## config.mk

```make
export PLATFORM = sky130hd
export DESIGN_NAME = stepper_half_step_travel_driver_core
export DESIGN_NICKNAME = d
export VERILOG_FILES = /design/src/sv/shstep_pkg.sv /design/src/sv/shstep_step.sv /design/src/sv/stepper_half_step_travel_driver_core.sv
export SDC_FILE = /design/constraint.sdc
export NUM_CORES = 1
export LEC_CHECK = 0
export BUFFER_PORTS_ARGS = -buffer_cell sky130_fd_sc_hd__buf_4
export CAP_MARGIN = 0
export CORE_ASPECT_RATIO = 0.75
export CORE_UTILIZATION = 50
export CTS_BUF_LIST = sky130_fd_sc_hd__clkbuf_8
export CTS_CLUSTER_DIAMETER = 100
export DETAILED_ROUTE_END_ITERATION = 10
export HOLD_SLACK_MARGIN = 0.08
export PLACE_DENSITY = 0.79
export SLEW_MARGIN = 20
export SYNTH_ARGS = -nofsm -noshare
export SYNTH_HDL_FRONTEND = slang
export SYNTH_SLANG_ARGS = --single-unit
```

## constraint.sdc

```tcl
create_clock -name clk -period 3.66 [get_ports clk]
set_clock_uncertainty 0.05 [all_clocks]
set_input_delay 0.183 -clock clk [delete_from_list [all_inputs] [get_ports clk]]
set_output_delay 0.183 -clock clk [all_outputs]
set_load 0.01 [all_outputs]
```

## src/sv/shstep_pkg.sv

```systemverilog
// Shared types, constants and the half-step phase table for the stepper
// travel driver. No dependencies.
package shstep_pkg;

  localparam logic [7:0]  SPEED_DIV_RST  = 8'd5;
  localparam logic [15:0] STEP_LIMIT_RST = 16'd2048;

  localparam logic       ACT_TICK = 1'b0;
  localparam logic       ACT_SET  = 1'b1;

  localparam int unsigned REG_ADDR_W = 3;
  localparam logic        REG_SPEED_DIV  = 1'b0;
  localparam logic        REG_STEP_LIMIT = 1'b1;

  typedef struct packed {
    logic [15:0] position;
    logic [7:0]  prescale;
    logic        fwd_active;
    logic        rev_active;
    logic        end_reached;
    logic [3:0]  coils;
  } shstep_state_t;

  function automatic logic [3:0] phase_coils(input logic [2:0] phase);
    logic [3:0] pat;
    case (phase)
      3'd0: pat = 4'h1;
      3'd1: pat = 4'h3;
      3'd2: pat = 4'h2;
      3'd3: pat = 4'h6;
      3'd4: pat = 4'h4;
      3'd5: pat = 4'hC;
      3'd6: pat = 4'h8;
      3'd7: pat = 4'h9;
      default: pat = 4'h0;
    endcase
    return pat;
  endfunction

endpackage

```

## src/sv/shstep_step.sv

```systemverilog
// Next-state logic for one transfer of the stepper travel driver.
// Depends on shstep_pkg.
module shstep_step (
  input  shstep_pkg::shstep_state_t state,
  input  logic                      action,
  input  logic                      forward_request,
  input  logic                      reverse_request,
  input  logic [7:0]                speed_div,
  input  logic [15:0]               step_limit,
  output shstep_pkg::shstep_state_t state_nxt
);

  logic [7:0] pre_inc;
  logic       due;

  assign pre_inc = state.prescale + 8'd1;
  assign due     = pre_inc > speed_div;

  always_comb begin
    state_nxt = state;
    if (action == shstep_pkg::ACT_SET) begin
      state_nxt.fwd_active = forward_request;
      state_nxt.rev_active = reverse_request;
    end else begin
      state_nxt.coils = shstep_pkg::phase_coils(state.position[2:0]);
      if (state.fwd_active) begin
        state_nxt.prescale = due ? 8'd0 : pre_inc;
        if (due) begin
          if (state.position < step_limit) begin
            state_nxt.position = state.position + 16'd1;
          end else begin
            state_nxt.fwd_active  = 1'b0;
            state_nxt.end_reached = 1'b1;
          end
        end
      end else if (state.rev_active) begin
        state_nxt.prescale = due ? 8'd0 : pre_inc;
        if (due) begin
          if (state.position != 16'd0) begin
            state_nxt.position = state.position - 16'd1;
          end else begin
            state_nxt.rev_active  = 1'b0;
            state_nxt.end_reached = 1'b0;
          end
        end
      end else begin
        state_nxt.prescale = 8'd0;
        state_nxt.coils    = 4'h0;
      end
    end
  end

endmodule

```

## src/sv/stepper_half_step_travel_driver_core.sv

```systemverilog
// Top level of the half-step stepper travel driver: input register,
// travel state, result register and APB register file. Uses shstep_pkg, shstep_step.
//
// Usage:
//   Input channel (in_valid/in_stall) carries one item per transfer: a timer
//   tick (in_action = 0) or a write of the travel request flags (in_action = 1).
//   Every item yields exactly one result on the out_ channel: coil pattern,
//   position, at-end flag and the two travel busy flags after that item.
//   The input register holds each item and the result register takes its next
//   state; one item is taken every cycle while out_stall is low, set by the
//   single register stage on each side of the next-state logic.
//   When out_stall is high the result holds, the travel state holds and the
//   input register keeps one further item; in_stall rises once it is full.
//   Reset (rst_n low, synchronous) empties both registers, clears position,
//   prescaler, flags and coils, and loads speed_divider = 5, step_limit = 2048.
//   Registers: speed_divider at byte address 0, step_limit at address 4;
//   write only while no item is in flight. pready is always high.
module stepper_half_step_travel_driver_core (
  input  logic        clk,
  input  logic        rst_n,
  input  logic        in_valid,
  output logic        in_stall,
  input  logic        in_action,
  input  logic        in_forward_request,
  input  logic        in_reverse_request,
  output logic        out_valid,
  input  logic        out_stall,
  output logic [3:0]  out_coil_pattern,
  output logic [15:0] out_position_now,
  output logic        out_at_end,
  output logic        out_forward_busy,
  output logic        out_reverse_busy,
  input  logic        psel,
  input  logic        penable,
  input  logic        pwrite,
  input  logic [shstep_pkg::REG_ADDR_W-1:0] paddr,
  input  logic [31:0] pwdata,
  output logic [31:0] prdata,
  output logic        pready
);

  shstep_pkg::shstep_state_t state_r, state_nxt;
  logic        in_vld_r;
  logic        in_action_r, in_fwd_r, in_rev_r;
  logic        out_vld_r;
  logic [7:0]  speed_div_r;
  logic [15:0] step_limit_r;
  logic        adv;
  logic        in_take;
  logic        cfg_wr;

  assign adv      = in_vld_r && (!out_vld_r || !out_stall);
  assign in_stall = in_vld_r && !adv;
  assign in_take  = in_valid && !in_stall;
  assign cfg_wr   = psel && penable && pwrite && pready;
  assign pready   = 1'b1;

  shstep_step u_step (
    .state           (state_r),
    .action          (in_action_r),
    .forward_request (in_fwd_r),
    .reverse_request (in_rev_r),
    .speed_div       (speed_div_r),
    .step_limit      (step_limit_r),
    .state_nxt       (state_nxt)
  );

  always_ff @(posedge clk) begin
    if (!rst_n) begin
      in_vld_r <= 1'b0;
    end else if (in_take) begin
      in_vld_r <= 1'b1;
    end else if (adv) begin
      in_vld_r <= 1'b0;
    end
  end

  always_ff @(posedge clk) begin
    if (in_take) begin
      in_action_r <= in_action;
      in_fwd_r    <= in_forward_request;
      in_rev_r    <= in_reverse_request;
    end
  end

  always_ff @(posedge clk) begin
    if (!rst_n) begin
      out_vld_r <= 1'b0;
      state_r   <= '0;
    end else begin
      if (adv) begin
        out_vld_r <= 1'b1;
        state_r   <= state_nxt;
      end else if (!out_stall) begin
        out_vld_r <= 1'b0;
      end
    end
  end

  always_ff @(posedge clk) begin
    if (!rst_n) begin
      speed_div_r  <= shstep_pkg::SPEED_DIV_RST;
      step_limit_r <= shstep_pkg::STEP_LIMIT_RST;
    end else if (cfg_wr) begin
      case (paddr[2])
        shstep_pkg::REG_SPEED_DIV:  speed_div_r  <= pwdata[7:0];
        shstep_pkg::REG_STEP_LIMIT: step_limit_r <= pwdata[15:0];
        default: ;
      endcase
    end
  end

  always_comb begin
    case (paddr[2])
      shstep_pkg::REG_SPEED_DIV:  prdata = {24'd0, speed_div_r};
      shstep_pkg::REG_STEP_LIMIT: prdata = {16'd0, step_limit_r};
      default:                    prdata = 32'd0;
    endcase
  end

  assign out_valid        = out_vld_r;
  assign out_coil_pattern = state_r.coils;
  assign out_position_now = state_r.position;
  assign out_at_end       = state_r.end_reached;
  assign out_forward_busy = state_r.fwd_active;
  assign out_reverse_busy = state_r.rev_active;

`ifndef NO_ASSERTIONS
  a_step_size: assert property (@(posedge clk) disable iff (!rst_n)
    adv |-> (state_nxt.position == state_r.position) ||
            (state_nxt.position == state_r.position + 16'd1) ||
            (state_nxt.position == state_r.position - 16'd1))
    else $error("position moved by more than one half-step");

  a_fwd_limit: assert property (@(posedge clk) disable iff (!rst_n)
    adv && state_nxt.position == state_r.position + 16'd1 |->
      state_r.position < step_limit_r)
    else $error("position advanced at or past step limit");

  a_idle_coils: assert property (@(posedge clk) disable iff (!rst_n)
    adv && in_action_r == shstep_pkg::ACT_TICK && !state_r.fwd_active &&
      !state_r.rev_active |=> state_r.coils == 4'h0 && state_r.prescale == 8'd0)
    else $error("idle tick left coils driven or prescaler running");

  a_state_hold: assert property (@(posedge clk) disable iff (!rst_n)
    out_vld_r && out_stall |=> $stable(state_r))
    else $error("travel state changed while result stalled");

  a_stall_full: assert property (@(posedge clk) disable iff (!rst_n)
    in_stall |-> in_vld_r && out_vld_r && out_stall)
    else $error("input stalled without a held item");
`endif

endmodule
```

# Word level (Yosys, flattened, before mapping)
# Memories as Yosys holds them, arrays and structs flattened. A register that Yosys moved wholly into a read port is not among the register bits.
# Index checks and enable logic that the tools add are counted.
[word_totals]
word_cells = 74
output_inout_bits = 58
regBits = 60
input_bits = 45
romBits = 32
latch_bits = 0
n_memories = 1
mem_bits_rw = 0
[op_classes]
bitwise_logic = 2
add_sub_neg = 3
shift = 0
eq_ne = 5
n_mul = 0
n_div = 0
reduce_logical = 20
mux = 28
n_lt_le_gt_ge = 2
[mem_list]
columns = ["name", "depth", "width", "rd", "rd_clocked_by_memory_dff", "wr", "line_no", "source"]
rows = [
  ["(no name shown)", 8, 4, 1, 1, 0, "shstep_pkg.sv:26", "case (phase)"],
]
[op_table]
columns = ["cell", "count"]
rows = [
  ["$mux W16", 5],
  ["$pmux W32 S2", 1],
  ["$mux W24", 1],
  ["$add A16 B1 Y16 const B", 1],
  ["$lt A16 B16 Y1", 1],
  ["$mux W8", 2],
  ["$reduce_bool A16 Y1", 1],
  ["$sub A16 B1 Y16 const B", 1],
  ["$reduce_and A6 Y1", 2],
  ["$mux W1", 11],
  ["$add A8 B1 Y8 const B", 1],
  ["$gt A8 B8 Y1", 1],
  ["$mux W2", 4],
  ["$mux W4", 2],
  ["$reduce_and A2 Y1", 4],
  ["$mux W3", 2],
  ["$ne A2 B1 Y1 const B", 3],
  ["$reduce_bool A2 Y1", 3],
  ["$logic_and A1 B1 Y1", 5],
  ["$logic_not A1 Y1", 4],
  ["$ne A2 B2 Y1 const B", 2],
  ["$not A1 Y1", 2],
  ["$logic_or A1 B1 Y1", 1],
]

# Longest topological paths before layout
# Gate-level depths: netlist (run 1).
[depth]
depth_word = 8
ltp_mapped = 12
depth_no_buf = 11

# Hierarchy
# Synthesis (run 1) repeated with hierarchy kept, for this count alone.
[hier_totals]
cells_unflattened = 545
hier_area_um2 = 4444.3
[modules_own_cells]
columns = ["module", "area_each_um2", "instances", "cells_per_inst"]
rows = [
  ["stepper_half_step_travel_driver_core", 2829.0, 1, 302],
  ["shstep_step", 1615.3, 1, 243],
]

# Worst setup path before layout (run 1)
# Ideal clock, no wire load.
[synth_path]
path_type = "register to register"
from = "reg state_r[7] in the netlist's numbering"
to = "reg state_r (netlist bit out_position_now[15])"
slack_ps = 883
setup_time_ps = 65
arrival_time_ps = 2661
path_stages_with_launch = 12
n_path_buf = 0
synth_period_minus_slack_ps = 2777
t_required_ps = 3545
cell_sequence = "dfxtp_1 -> and3_1 -> and3_1 -> nand3_1 -> xnor2_1 -> ha_1 -> and4_1 -> nor2b_1 -> a22o_1 -> nand3_1 -> or4_1 -> nand4b_1"
[synth_via]
elab_chain_len = 3
[synth_rtl]
columns = ["element", "line_no", "source"]
rows = [
  ["start, declared", "stepper_half_step_travel_driver_core.sv:42", "shstep_pkg::shstep_state_t state_r, state_nxt;"],
  ["start signal, assigned", "stepper_half_step_travel_driver_core.sv:93", "state_r <= state_nxt;"],
  ["$add A8 B1 Y8", "shstep_step.sv:16", "assign pre_inc = state.prescale + 8'd1;"],
  ["$gt A8 B8 Y1", "shstep_step.sv:17", "assign due = pre_inc > speed_div;"],
  ["$reduce_and A6 Y1 (no source line)", "n/a", ""],
]
# No other way between the ends.
# A chain may end at the register's enable or synchronous reset.

# Worst setup path after layout (run 1)
# Same ends and word-level chain as after synthesis.

==> results of run 1 <==
## worst max path at each step
stage                     from                   end  slack (ps)  cells after the start
global route        state_r[7]  out_position_now[15]         310                     12
global placement    state_r[7]  out_position_now[15]         650                     12
floorplan           state_r[7]  out_position_now[15]         880                     11
CTS                 state_r[7]  out_position_now[15]         560                     12
detailed placement  state_r[7]  out_position_now[15]         580                     12
finish              state_r[7]  out_position_now[15]         550                     12
## through the flow
stage,cell area (um2),worst slack (ps),std cells,hold WS (ps),total power (W)
after floorplan,4353,883.1,564,231.9,0.0008554
after CTS,5084,560.8,722,102.7,0.001562
after global placement,4629,648.5,682,320.5,0.0008940
final,5086,548.1,722,112.8,0.001562
after global routing,5086,310.1,722,112.1,0.001624
after detailed placement,4629,584.9,682,314.1,0.0009010
## repair_timing
action / 4_1_cts / 5_1_grt
endpoints found under the hold margin: 29 / 0
hold buffers: 24 / 0
resized for setup: 0 / 0
## power by group through the flow
stage | Sequential (W) | Clock, W | Combinational [W]
detailed placement | 0.000736 | 0 | 0.000165
finish | 0.000720 | 0.000653 | 0.000190
global route | 0.000721 | 0.000695 | 0.000208
floorplan | 0.000734 | 0 | 0.000121
CTS | 0.000719 | 0.000657 | 0.000185
global placement | 0.000735 | 0 | 0.000159
## layer usage
layer,up-vias,GRT usage (%),part of all wire (%)
li1,2018,-,-
met1,1923,36.41,44
met2,194,44.65,46
met3,17,5.808,8.9
met4,0,9.730,1.1
met5,-,0,0
## cell usage after synthesis, drive strengths merged, types with 5 or more instances
cell type / instances / area share (%)
dfxtp: 61 / 28
clkbuf: 12 / 1.1
nor2: 34 / 3.0
a21oi: 61 / 7.1
o21ai: 36 / 4.2
and3: 7 / 1.1
a22oi: 7 / 1.2
a211oi: 11 / 1.9
nand2: 78 / 6.8
inv: 30 / 2.6
a21o: 9 / 1.6
o21a: 5 / 0.87
nor3: 7 / 0.93
buf: 46 / 7.9
ha: 38 / 11
nand2b: 5 / 0.73
xnor2: 10 / 2.0
xor2: 7 / 1.4
nand4: 6 / 0.87
nand3: 23 / 2.7
o211ai: 5 / 0.99
## worst max-delay path, cell delays in order (launching register included)
cell	delay [ps]
dfxtp_1	410
and3_1	220
and3_1	250
nand3_1	120
xnor2_1	160
ha_1	310
and4_1	190
nor2b_1	130
a22o_1	280
nand3_1	100
buf_4	200
or4_1	520
nand4b_1	110
## cell type report
cell class              count  area (um2)  share of cell area (%)
flip-flops and latches     64        1311                   25.78
repair buffers             95       773.2                   15.20
inverters                  31       116.4                   2.288
multi-input cells         411        2540                   49.94
clock inverters             5       62.56                   1.230
well taps                 105       131.4                   2.583
clock buffers              11       151.4                   2.977
## cells in the final DEF (no fill, tap or decap), drive strengths merged, types with 9 or more instances in the layout
cell type | synthesis | final
a211oi | 11 | 11
inv | 30 | 32
a21oi | 61 | 61
ha | 38 | 38
clkbuf | 12 | 11
nand2 | 78 | 78
conb | 2 | 17
o21ai | 36 | 36
buf | 46 | 71
xnor2 | 10 | 10
dlygate4sd3 | 0 | 24
a21o | 9 | 9
nor2 | 34 | 34
nand3 | 23 | 23
dfxtp | 61 | 61
## registers in the layout, summed over array words and instances (netlist names), named ones only
name / flops
out_position_now: 16
step_limit_r: 16
speed_div_r: 8
state_r: 8
out_coil_pattern: 4
in_action_r: 1
in_fwd_r: 1
in_rev_r: 1
in_vld_r: 1
out_at_end: 1
out_forward_busy: 1
out_reverse_busy: 1
out_valid: 1
## cell families (layout without fill, tap and decap cells)
group,Yosys count,in the layout,synth area share (%)
adders and majority gates,39,39,11.53
other,2,17,0.1748
and+or+nand+nor,179,179,19.45
muxes,3,3,0.7280
xor gates and xnor gates,17,17,3.465
DFF,64,64,30.52
buffers and inverters,89,142,11.74
AOI/OAI and AO/OA,156,156,22.39
==> results.sh, run 1 <==
export IMPL_status="completed"
export IMPL_firstDrtPassIters=5
export IMPL_grt_max_degree=55
export IMPL_rows=28
export IMPL_power_leakage_nw=2.124
export IMPL_hp_class="input pin to flop"
export IMPL_required_ps=3900
export IMPL_fmax_mhz=321.3
export IMPL_cts_setup_buffers=0
export IMPL_gp_congestion=0.8717
export IMPL_arrival_ps=3350
export IMPL_async_reset_ff_share_pct=0
export IMPL_drtIter0Drc=311
export IMPL_antenna_found_initial=0
export IMPL_grt_pass1_wl_um=19050
export IMPL_pin_count=103
export IMPL_overflow=0
export IMPL_comb_power_share_pct=12.1
export IMPL_clockPowerShare_pct=41.8
export IMPL_period_share_pct=85.03
export IMPL_yosys_most_used_dff="dfxtp_1"
export IMPL_wire_per_inst_um=15.96
export IMPL_nNetsFinal=696
export IMPL_routed_wl_um=11520
export IMPL_synth_warnings=0
export IMPL_p_per_area_mw_per_mm2=307.1
export IMPL_netlist_instances=549
export IMPL_min_period_ps=3112
export IMPL_cts_buffers=9
export IMPL_grt_pass1_vias=3967
export IMPL_r2r_start="state_r[7]"
export IMPL_clkSinkCount=64
export IMPL_avgSynthCellArea_um2=7.826
export IMPL_synth_distinct_cells=60
export IMPL_synth_edff_count=3
export IMPL_hold_viol=0
export IMPL_cts_tree="yes"
export IMPL_clk_path_buf_depth=2
export IMPL_critPathLaunchType="flop"
export IMPL_p_switching_w=0.0004113
export IMPL_h_tree_depth=3
export IMPL_clkSlewWorstSetupHoldPaths_ps=70
export IMPL_clk_latency_ps=360
export IMPL_slew_violations=0
export IMPL_hold_path_startpoint="rst_n"
export IMPL_worstMarginPinSlew_ps=938.6
export IMPL_irDropWorstVdd_uv=214.5
export IMPL_fin_tns_setup_ps=0
export IMPL_vias=4152
export IMPL_p_sw_share_pct=26.33
export IMPL_endpoint_kind="flop"
export IMPL_nFillCells=690
export IMPL_p_int_w=0.001151
export IMPL_syn_area_mm2=0.004297
export IMPL_setup_violations=0
export IMPL_area_delta_synth_final_pct=18.38
export IMPL_die_height_um=82.28
export IMPL_maxCapViolCount=0
export IMPL_core_area_mm2=0.008093
export IMPL_portBuffers=67
export IMPL_die_area_mm2=0.008972
export IMPL_clock_root_buffer="clkbuf_8"
export IMPL_yosysSeqAreaShare_pct=30.52
export IMPL_critPathKind="flop to flop"
export IMPL_cp_max_fo=15
export IMPL_worstHoldPathCells=2
export IMPL_ys_seq_elements=64
export IMPL_antennaDiodeCount=0
export IMPL_ant_nets=0
export IMPL_start_util_pct=53.09
export IMPL_r2r_end="out_position_now[15]"
export IMPL_rsz0062_at_grt="false"
export IMPL_drc_errors=0
export IMPL_place_hpwl_um=8114
export IMPL_final_util_pct=62.85
export IMPL_via_per_inst=5.751
export IMPL_chipWidth_um=109.0
export IMPL_slew_headroom_pct=37.34
export IMPL_drive_gt1_share_pct=16.05
export IMPL_p_seq_share_pct=46.1
export IMPL_regToRegSetupSlack_ps=550
export IMPL_reg2reg_depth=12
export IMPL_grt_use_total_pct=27.57
No activity file was read; power rests on OpenSTA's default activity.
==> inputs of run 2 (changes only) <==
--- a/config.mk
+++ b/config.mk
@@ -5,15 +5,16 @@
 export SDC_FILE = /design/constraint.sdc
 export NUM_CORES = 1
 export LEC_CHECK = 0
-export BUFFER_PORTS_ARGS = -buffer_cell sky130_fd_sc_hd__buf_4
 export CAP_MARGIN = 0
 export CORE_ASPECT_RATIO = 0.75
 export CORE_UTILIZATION = 50
 export CTS_BUF_LIST = sky130_fd_sc_hd__clkbuf_8
 export CTS_CLUSTER_DIAMETER = 100
 export DETAILED_ROUTE_END_ITERATION = 10
+export DONT_BUFFER_PORTS = 1
+export GPL_TIMING_DRIVEN = 0
 export HOLD_SLACK_MARGIN = 0.08
-export PLACE_DENSITY = 0.79
+export PLACE_DENSITY = 0.69
 export SLEW_MARGIN = 20
 export SYNTH_ARGS = -nofsm -noshare
 export SYNTH_HDL_FRONTEND = slang
==> run 2 against run 1 <==
  * Core utilization down 2.5 points
  * Critical path depth decreased by 1
  * Cell area shrank 4.0%
  * Final cell count decreased by 2.1%
  * Total power down 6.9%
  * Critical path type unchanged
  * Critical endpoint unchanged
  * Largest cell class unchanged
==> results.sh, run 2 (synthesis gave the netlist of run 1 again) <==
export IMPL_wl_met1_um=5302
export IMPL_place_hpwl_um=8463
export IMPL_post_cts_resized=0
export IMPL_slew_headroom_pct=57.36
export IMPL_drtIter0Drc=259
export IMPL_ant_nets=0
export IMPL_required_ps=3900
export IMPL_hp_class="input pin to flop"
export IMPL_vias=4057
export IMPL_antenna_found_initial=0
export IMPL_regToRegSetupSlack_ps=480
export IMPL_worstMarginPinSlew_ps=632.9
export IMPL_nNetsFinal=681
export IMPL_cts_buffers=9
export IMPL_hold_path_startpoint="in_valid"
export IMPL_crit_path_top_delay_cell="or4_1"
export IMPL_via_per_inst=5.738
export IMPL_endpoint_kind="flop"
export IMPL_layout_common_cells="nand2_1, a21oi_1, dfxtp_1"
export IMPL_critPathLaunchType="flop"
export IMPL_clk_path_buf_depth=2
export IMPL_die_height_um=82.28
export IMPL_rsz0062_at_grt="false"
export IMPL_critPathKind="flop to flop"
export IMPL_clkSlewWorstSetupHoldPaths_ps=80
export IMPL_die_area_mm2=0.008972
export IMPL_r2r_end="out_position_now[15]"
export IMPL_maxCapViolCount=0
export IMPL_rows=28
export IMPL_grt_max_degree=18
export IMPL_routed_wl_um=11450
export IMPL_status="completed"
export IMPL_slew_violations=0
export IMPL_period_share_pct=87.00
export IMPL_fmax_mhz=314.0
export IMPL_overflow=0
export IMPL_arrival_ps=3420
export IMPL_wl_met2_um=5057
export IMPL_reg2reg_depth=11
export IMPL_clkSinkCount=64
export IMPL_worstHoldPathCells=1
export IMPL_gp_congestion=0.9119
export IMPL_clk_latency_ps=350
export IMPL_irDropWorstVdd_uv=293.4
export IMPL_wl_met3_um=975
export IMPL_firstDrtPassIters=5
export IMPL_holdWs_ps=104.2
export IMPL_setup_violations=0
export IMPL_min_period_ps=3184
export IMPL_p_per_area_mw_per_mm2=297.9
export IMPL_cp_num_buf_inv=0
export IMPL_start_util_pct=53.09
export IMPL_path_cells="and3_1 > and3_1 > nand3_1 > xnor2_1 > ha_1 > and4_1 > nor2b_1 > a22o_1 > nand3_1 > or4_1 > nand4b_1"
export IMPL_nFillCells=741
export IMPL_crit_family="simple AND/OR/NAND/NOR gates"
export IMPL_max_stage_delay_ps=570
export IMPL_area_delta_synth_final_pct=13.66
export IMPL_hold_viol=0
export IMPL_fin_tns_setup_ps=0
export IMPL_chipWidth_um=109.0
export IMPL_power_leakage_nw=1.998
export IMPL_wire_per_inst_um=16.20
export IMPL_h_tree_depth=3
export IMPL_highest_layer="met4"
export IMPL_clock_root_buffer="clkbuf_8"
export IMPL_cts_hold_fix_buffers=22
export IMPL_core_area_mm2=0.008093
export IMPL_portBuffers=0
export IMPL_r2r_start="state_r[7]"
export IMPL_final_common_cell="nand2_1"
export IMPL_drive_gt1_share_pct=12.29
export IMPL_grt_use_total_pct=26.61
export IMPL_cp_max_fo=7
export IMPL_drc_errors=0
export IMPL_antennaDiodeCount=0
export IMPL_holdPathEnd="in_rev_r"
export IMPL_cts_setup_buffers=0
export IMPL_pin_count=103
export IMPL_grt_pass1_wl_um=18160
export IMPL_cts_tree="yes"
export IMPL_grt_pass1_vias=3594
-- run 2: changes by cell type in the layout (fill, tap and decap cells not counted) --
cell,delta
nor2_2,-1
clkbuf_2,+1
nor2_1,+1
clkbuf_8,-2
bufinv_16,-1
clkinv_4,+2
clkinv_2,+1
buf_2,+6
clkbuf_1,+11
dlygate4sd3_1,-2
buf_4,-34
buf_6,+3
-- run 2: final cells by class --
type,instances,area [um2],area share (%)
buffer,58,387.9,7.943
clock buffer,9,123.9,2.537
clock inverter,7,55.05,1.127
inverter,31,116.4,2.383
multi-input combinational,411,2537,51.96
sequential,64,1311,26.85
tap,105,131.4,2.690
timing repair buffer,22,220.2,4.509
-- run 2: worst max path at each step --
stage / startpoint / to / slack (ps) / depth (start not counted)
floorplan: state_r[7] / out_position_now[15] / 880 / 11
global placement: state_r[7] / out_position_now[15] / 540 / 11
detailed placement: state_r[7] / out_position_now[15] / 510 / 11
CTS: state_r[7] / out_position_now[15] / 480 / 11
global route: state_r[7] / out_position_now[15] / 290 / 11
finish: state_r[7] / out_position_now[15] / 480 / 11
-- run 2: per-stage QoR --
stage | instance area, um2 | instances | total power, W | worst slack [ps] | utilization, %
4_1_cts | 4883 | 707 | 0.001455 | 476.7 | 60.34
3_5_place_dp | 4484 | 669 | 0.0008860 | 505.1 | 55.41
3_3_place_gp | 4484 | 669 | 0.0008819 | 536.5 | 55.41
2_1_floorplan | 4353 | 564 | 0.0008554 | 883.1 | -
6_report | 4883 | 707 | 0.001455 | 475.7 | 60.34
5_1_grt | 4883 | 707 | 0.001507 | 292.1 | 60.34
-- run 2: routing by layer --
metal,global-route usage (%),vias to the layer above
met5,0,-
met1,36.63,1873
met4,7.703,0
met2,42.20,184
met3,5.259,12
li1,-,1988
-- run 2: power breakdown --
group	leakage (nW)	switching, W	internal (W)	total [W]
sequential	0.522	0.00000941	0.000712	0.000721
clock	0.0862	0.000309	0.000251	0.000560
combinational	1.39	0.000102	0.0000720	0.000174
==> inputs of run 3 (changes only) <==
--- a/config.mk
+++ b/config.mk
@@ -18,4 +18,5 @@
 export SLEW_MARGIN = 20
 export SYNTH_ARGS = -nofsm -noshare
 export SYNTH_HDL_FRONTEND = slang
+export SYNTH_HIERARCHICAL = 1
 export SYNTH_SLANG_ARGS = --single-unit
==> run 3 against run 2 <==
  * Critical path type unchanged
  * Cell area is 4.3% higher
  * Synthesized cell count is 0.73% lower
  * Critical path depth up 1
  * First-iteration DRC count fell by 2.3%
  * Worst setup slack worse by 200 ps
==> results.sh, run 3 <==
export IMPL_clock_root_buffer="clkbuf_8"
export IMPL_synth_top_area_share_pct=25.68
export IMPL_chipWidth_um=110.9
export IMPL_min_period_ps=3384
export IMPL_die_area_mm2=0.009273
export IMPL_synth_distinct_cells=58
export IMPL_drtIter0Drc=253
export IMPL_status="completed"
export IMPL_cts_tree="yes"
export IMPL_gp_congestion=0.9171
export IMPL_grt_use_total_pct=25.88
export IMPL_period_share_pct=92.47
export IMPL_yosysTopAreaCell="dfxtp_1"
export IMPL_slew_headroom_pct=57.59
export IMPL_place_hpwl_um=8541
export IMPL_multi_input_area_mm2=0.002724
export IMPL_worstMarginPinSlew_ps=636.1
export IMPL_r2r_start="state_r[7]"
export IMPL_synth_edff_count=3
export IMPL_critPathKind="flop to flop"
export IMPL_h_tree_depth=3
export IMPL_slew_violations=0
export IMPL_antenna_found_initial=0
export IMPL_holdWs_ps=91.24
export IMPL_routed_wl_um=11680
export IMPL_yosys_most_used_dff="dfxtp_1"
export IMPL_die_height_um=83.65
export IMPL_cp_num_buf_inv=1
export IMPL_ys_seq_elements=60
export IMPL_async_reset_ff_share_pct=0
export IMPL_hold_viol=0
export IMPL_clk_path_buf_depth=2
export IMPL_netlist_instances=545
export IMPL_clkSinkCount=60
export IMPL_cts_buffers=9
export IMPL_avgSynthCellArea_um2=8.155
export IMPL_via_per_inst=5.569
export IMPL_nNetsFinal=668
export IMPL_p_per_area_mw_per_mm2=298.5
export IMPL_dp_cells=668
export IMPL_path_cells="ha_1 > xor2_1 > ha_1 > and4b_1 > a211oi_1 > o21ai_0 > o21ai_2 > clkbuf_1 > o31ai_1 > o21ai_0 > nand2_1 > mux2i_1"
export IMPL_layout_common_cells="nand2_1, dfxtp_1, mux2i_1"
export IMPL_setup_violations=0
export IMPL_grt_pass1_wl_um=19010
export IMPL_core_area_mm2=0.008527
export IMPL_hold_path_startpoint="pwrite"
export IMPL_firstDrtPassIters=5
export IMPL_arrival_ps=3630
export IMPL_wire_per_inst_um=16.49
export IMPL_setup_slack_ps=275.6
export IMPL_setup_worst_path_start="state_r[7]"
export IMPL_irDropWorstVdd_uv=213.0
export IMPL_drive_gt1_share_pct=15.17
export IMPL_vias=3943
export IMPL_antennaDiodeCount=0
export IMPL_syn_area_mm2=0.004444
export IMPL_rows=29
export IMPL_total_power_w=0.001521
export IMPL_cp_max_fo=10
export IMPL_start_util_pct=52.12
export IMPL_fmax_mhz=295.5
export IMPL_drc_errors=0
export IMPL_crit_family="compound AO/OA/AOI/OAI gates"
export IMPL_synth_most_common_cell="nand2_1"
export IMPL_final_common_cell="nand2_1"
export IMPL_required_ps=3900
export IMPL_pin_count=103
export IMPL_regArea_mm2=0.001231
export IMPL_area_delta_synth_final_pct=14.64
export IMPL_overflow=0
export IMPL_endpoint_kind="flop"
export IMPL_yosysSeqAreaShare_pct=27.70
export IMPL_clk_latency_ps=360
export IMPL_portBuffers=0
export IMPL_ant_nets=0
export IMPL_maxCapViolCount=0
export IMPL_hp_class="input pin to flop"
export IMPL_rsz0062_at_grt="false"
export IMPL_grt_max_degree=12
export IMPL_clkSlewWorstSetupHoldPaths_ps=70
export IMPL_final_cells=708
export IMPL_crit_path_top_delay_cell="dfxtp_1"
export IMPL_pre_cts_slack_ps=149.2
export IMPL_synthTopCellsByArea="dfxtp_1, mux2i_1, nand2_1"
export IMPL_fin_tns_setup_ps=0
export IMPL_max_stage_delay_ps=440
export IMPL_grt_pass1_vias=3702
export IMPL_power_leakage_nw=2.083
export IMPL_critPathLaunchType="flop"
export IMPL_synth_warnings=6
export IMPL_synth_common_cells="nand2_1, dfxtp_1, mux2i_1, buf_4, inv_1"
export IMPL_nFillCells=762
[run 3: changes by cell type in the layout (fill, tap and decap cells not counted), moves of 10 or more]
cell,before,now
nor2_1,33,16
mux2i_1,2,56
nand2_1,78,128
o21ai_0,35,13
a21oi_1,61,9
ha_1,38,28
[run 3: kinds of logic (layout without fill, tap and decap cells)]
logic type	count (synthesis)	count (layout)	synth area share, %
multiplexers	64	64	14.64
AO/OA/AOI/OAI	65	65	11.09
adder cells (fa/ha/maj)	28	28	7.883
XOR/XNOR	20	20	3.941
buffers and inverters	94	134	12.44
AND/OR/NAND/NOR	212	212	22.13
other	2	17	0.1690
flip-flops	60	60	27.70
[run 3: layout make-up]
class,instances,area share (%)
Inverter,30,2.210
Tap cell,108,2.652
Sequential cell,60,24.16
Multi-Input combinational cell,406,53.46
Timing Repair Buffer,24,4.617
Buffer,64,8.644
Clock buffer,9,2.431
Clock inverter,7,1.817
[run 3: worst register-to-register path, delay by kind of cell, from the launching register on]
kind,cells,cell delay [ps]
compound gates,5,1190
xor+xnor,1,230
fa+ha+maj,2,540
simple gates,2,320
flops,1,440
buf+inv,1,430
mux,1,130
[run 3: final timing paths]
kind	to	cells past startpoint	slack, ps
worst max-delay path	out_reverse_busy	12	280
worst min-delay path	step_limit_r[5]	2	90
worst max register to register	out_reverse_busy	12	280
worst min register to register	speed_div_r[1]	2	430
[run 3: routing by layer]
layer  up-vias  GRT usage (%)  part of all wire (%)
met5         -              0                     0
met4         0          8.727                   1.8
met3        19          6.536                   7.4
met2       157          39.70                    44
met1      1849          35.33                    47
li1       1918              -                     -
[run 3: what timing repair did]
item,in CTS,in global routing
hold endpoints to repair,30,0
buffers inserted,0,2
resized for setup,0,1
hold buffers,22,0
setup endpoints to repair,0,8
[run 3: stage by stage]
step | utilization (%) | area (um2)
floorplan | - | 4501
global placement | 54.37 | 4636
detailed placement | 54.37 | 4636
CTS | 59.49 | 5072
global route | 59.75 | 5095
finish | 59.75 | 5095
[run 3: power breakdown]
group	internal (W)	switching [W]	total [W]
sequential	0.000668	0.0000106	0.000679
combinational	0.0000761	0.0000976	0.000174
clock	0.000380	0.000288	0.000668
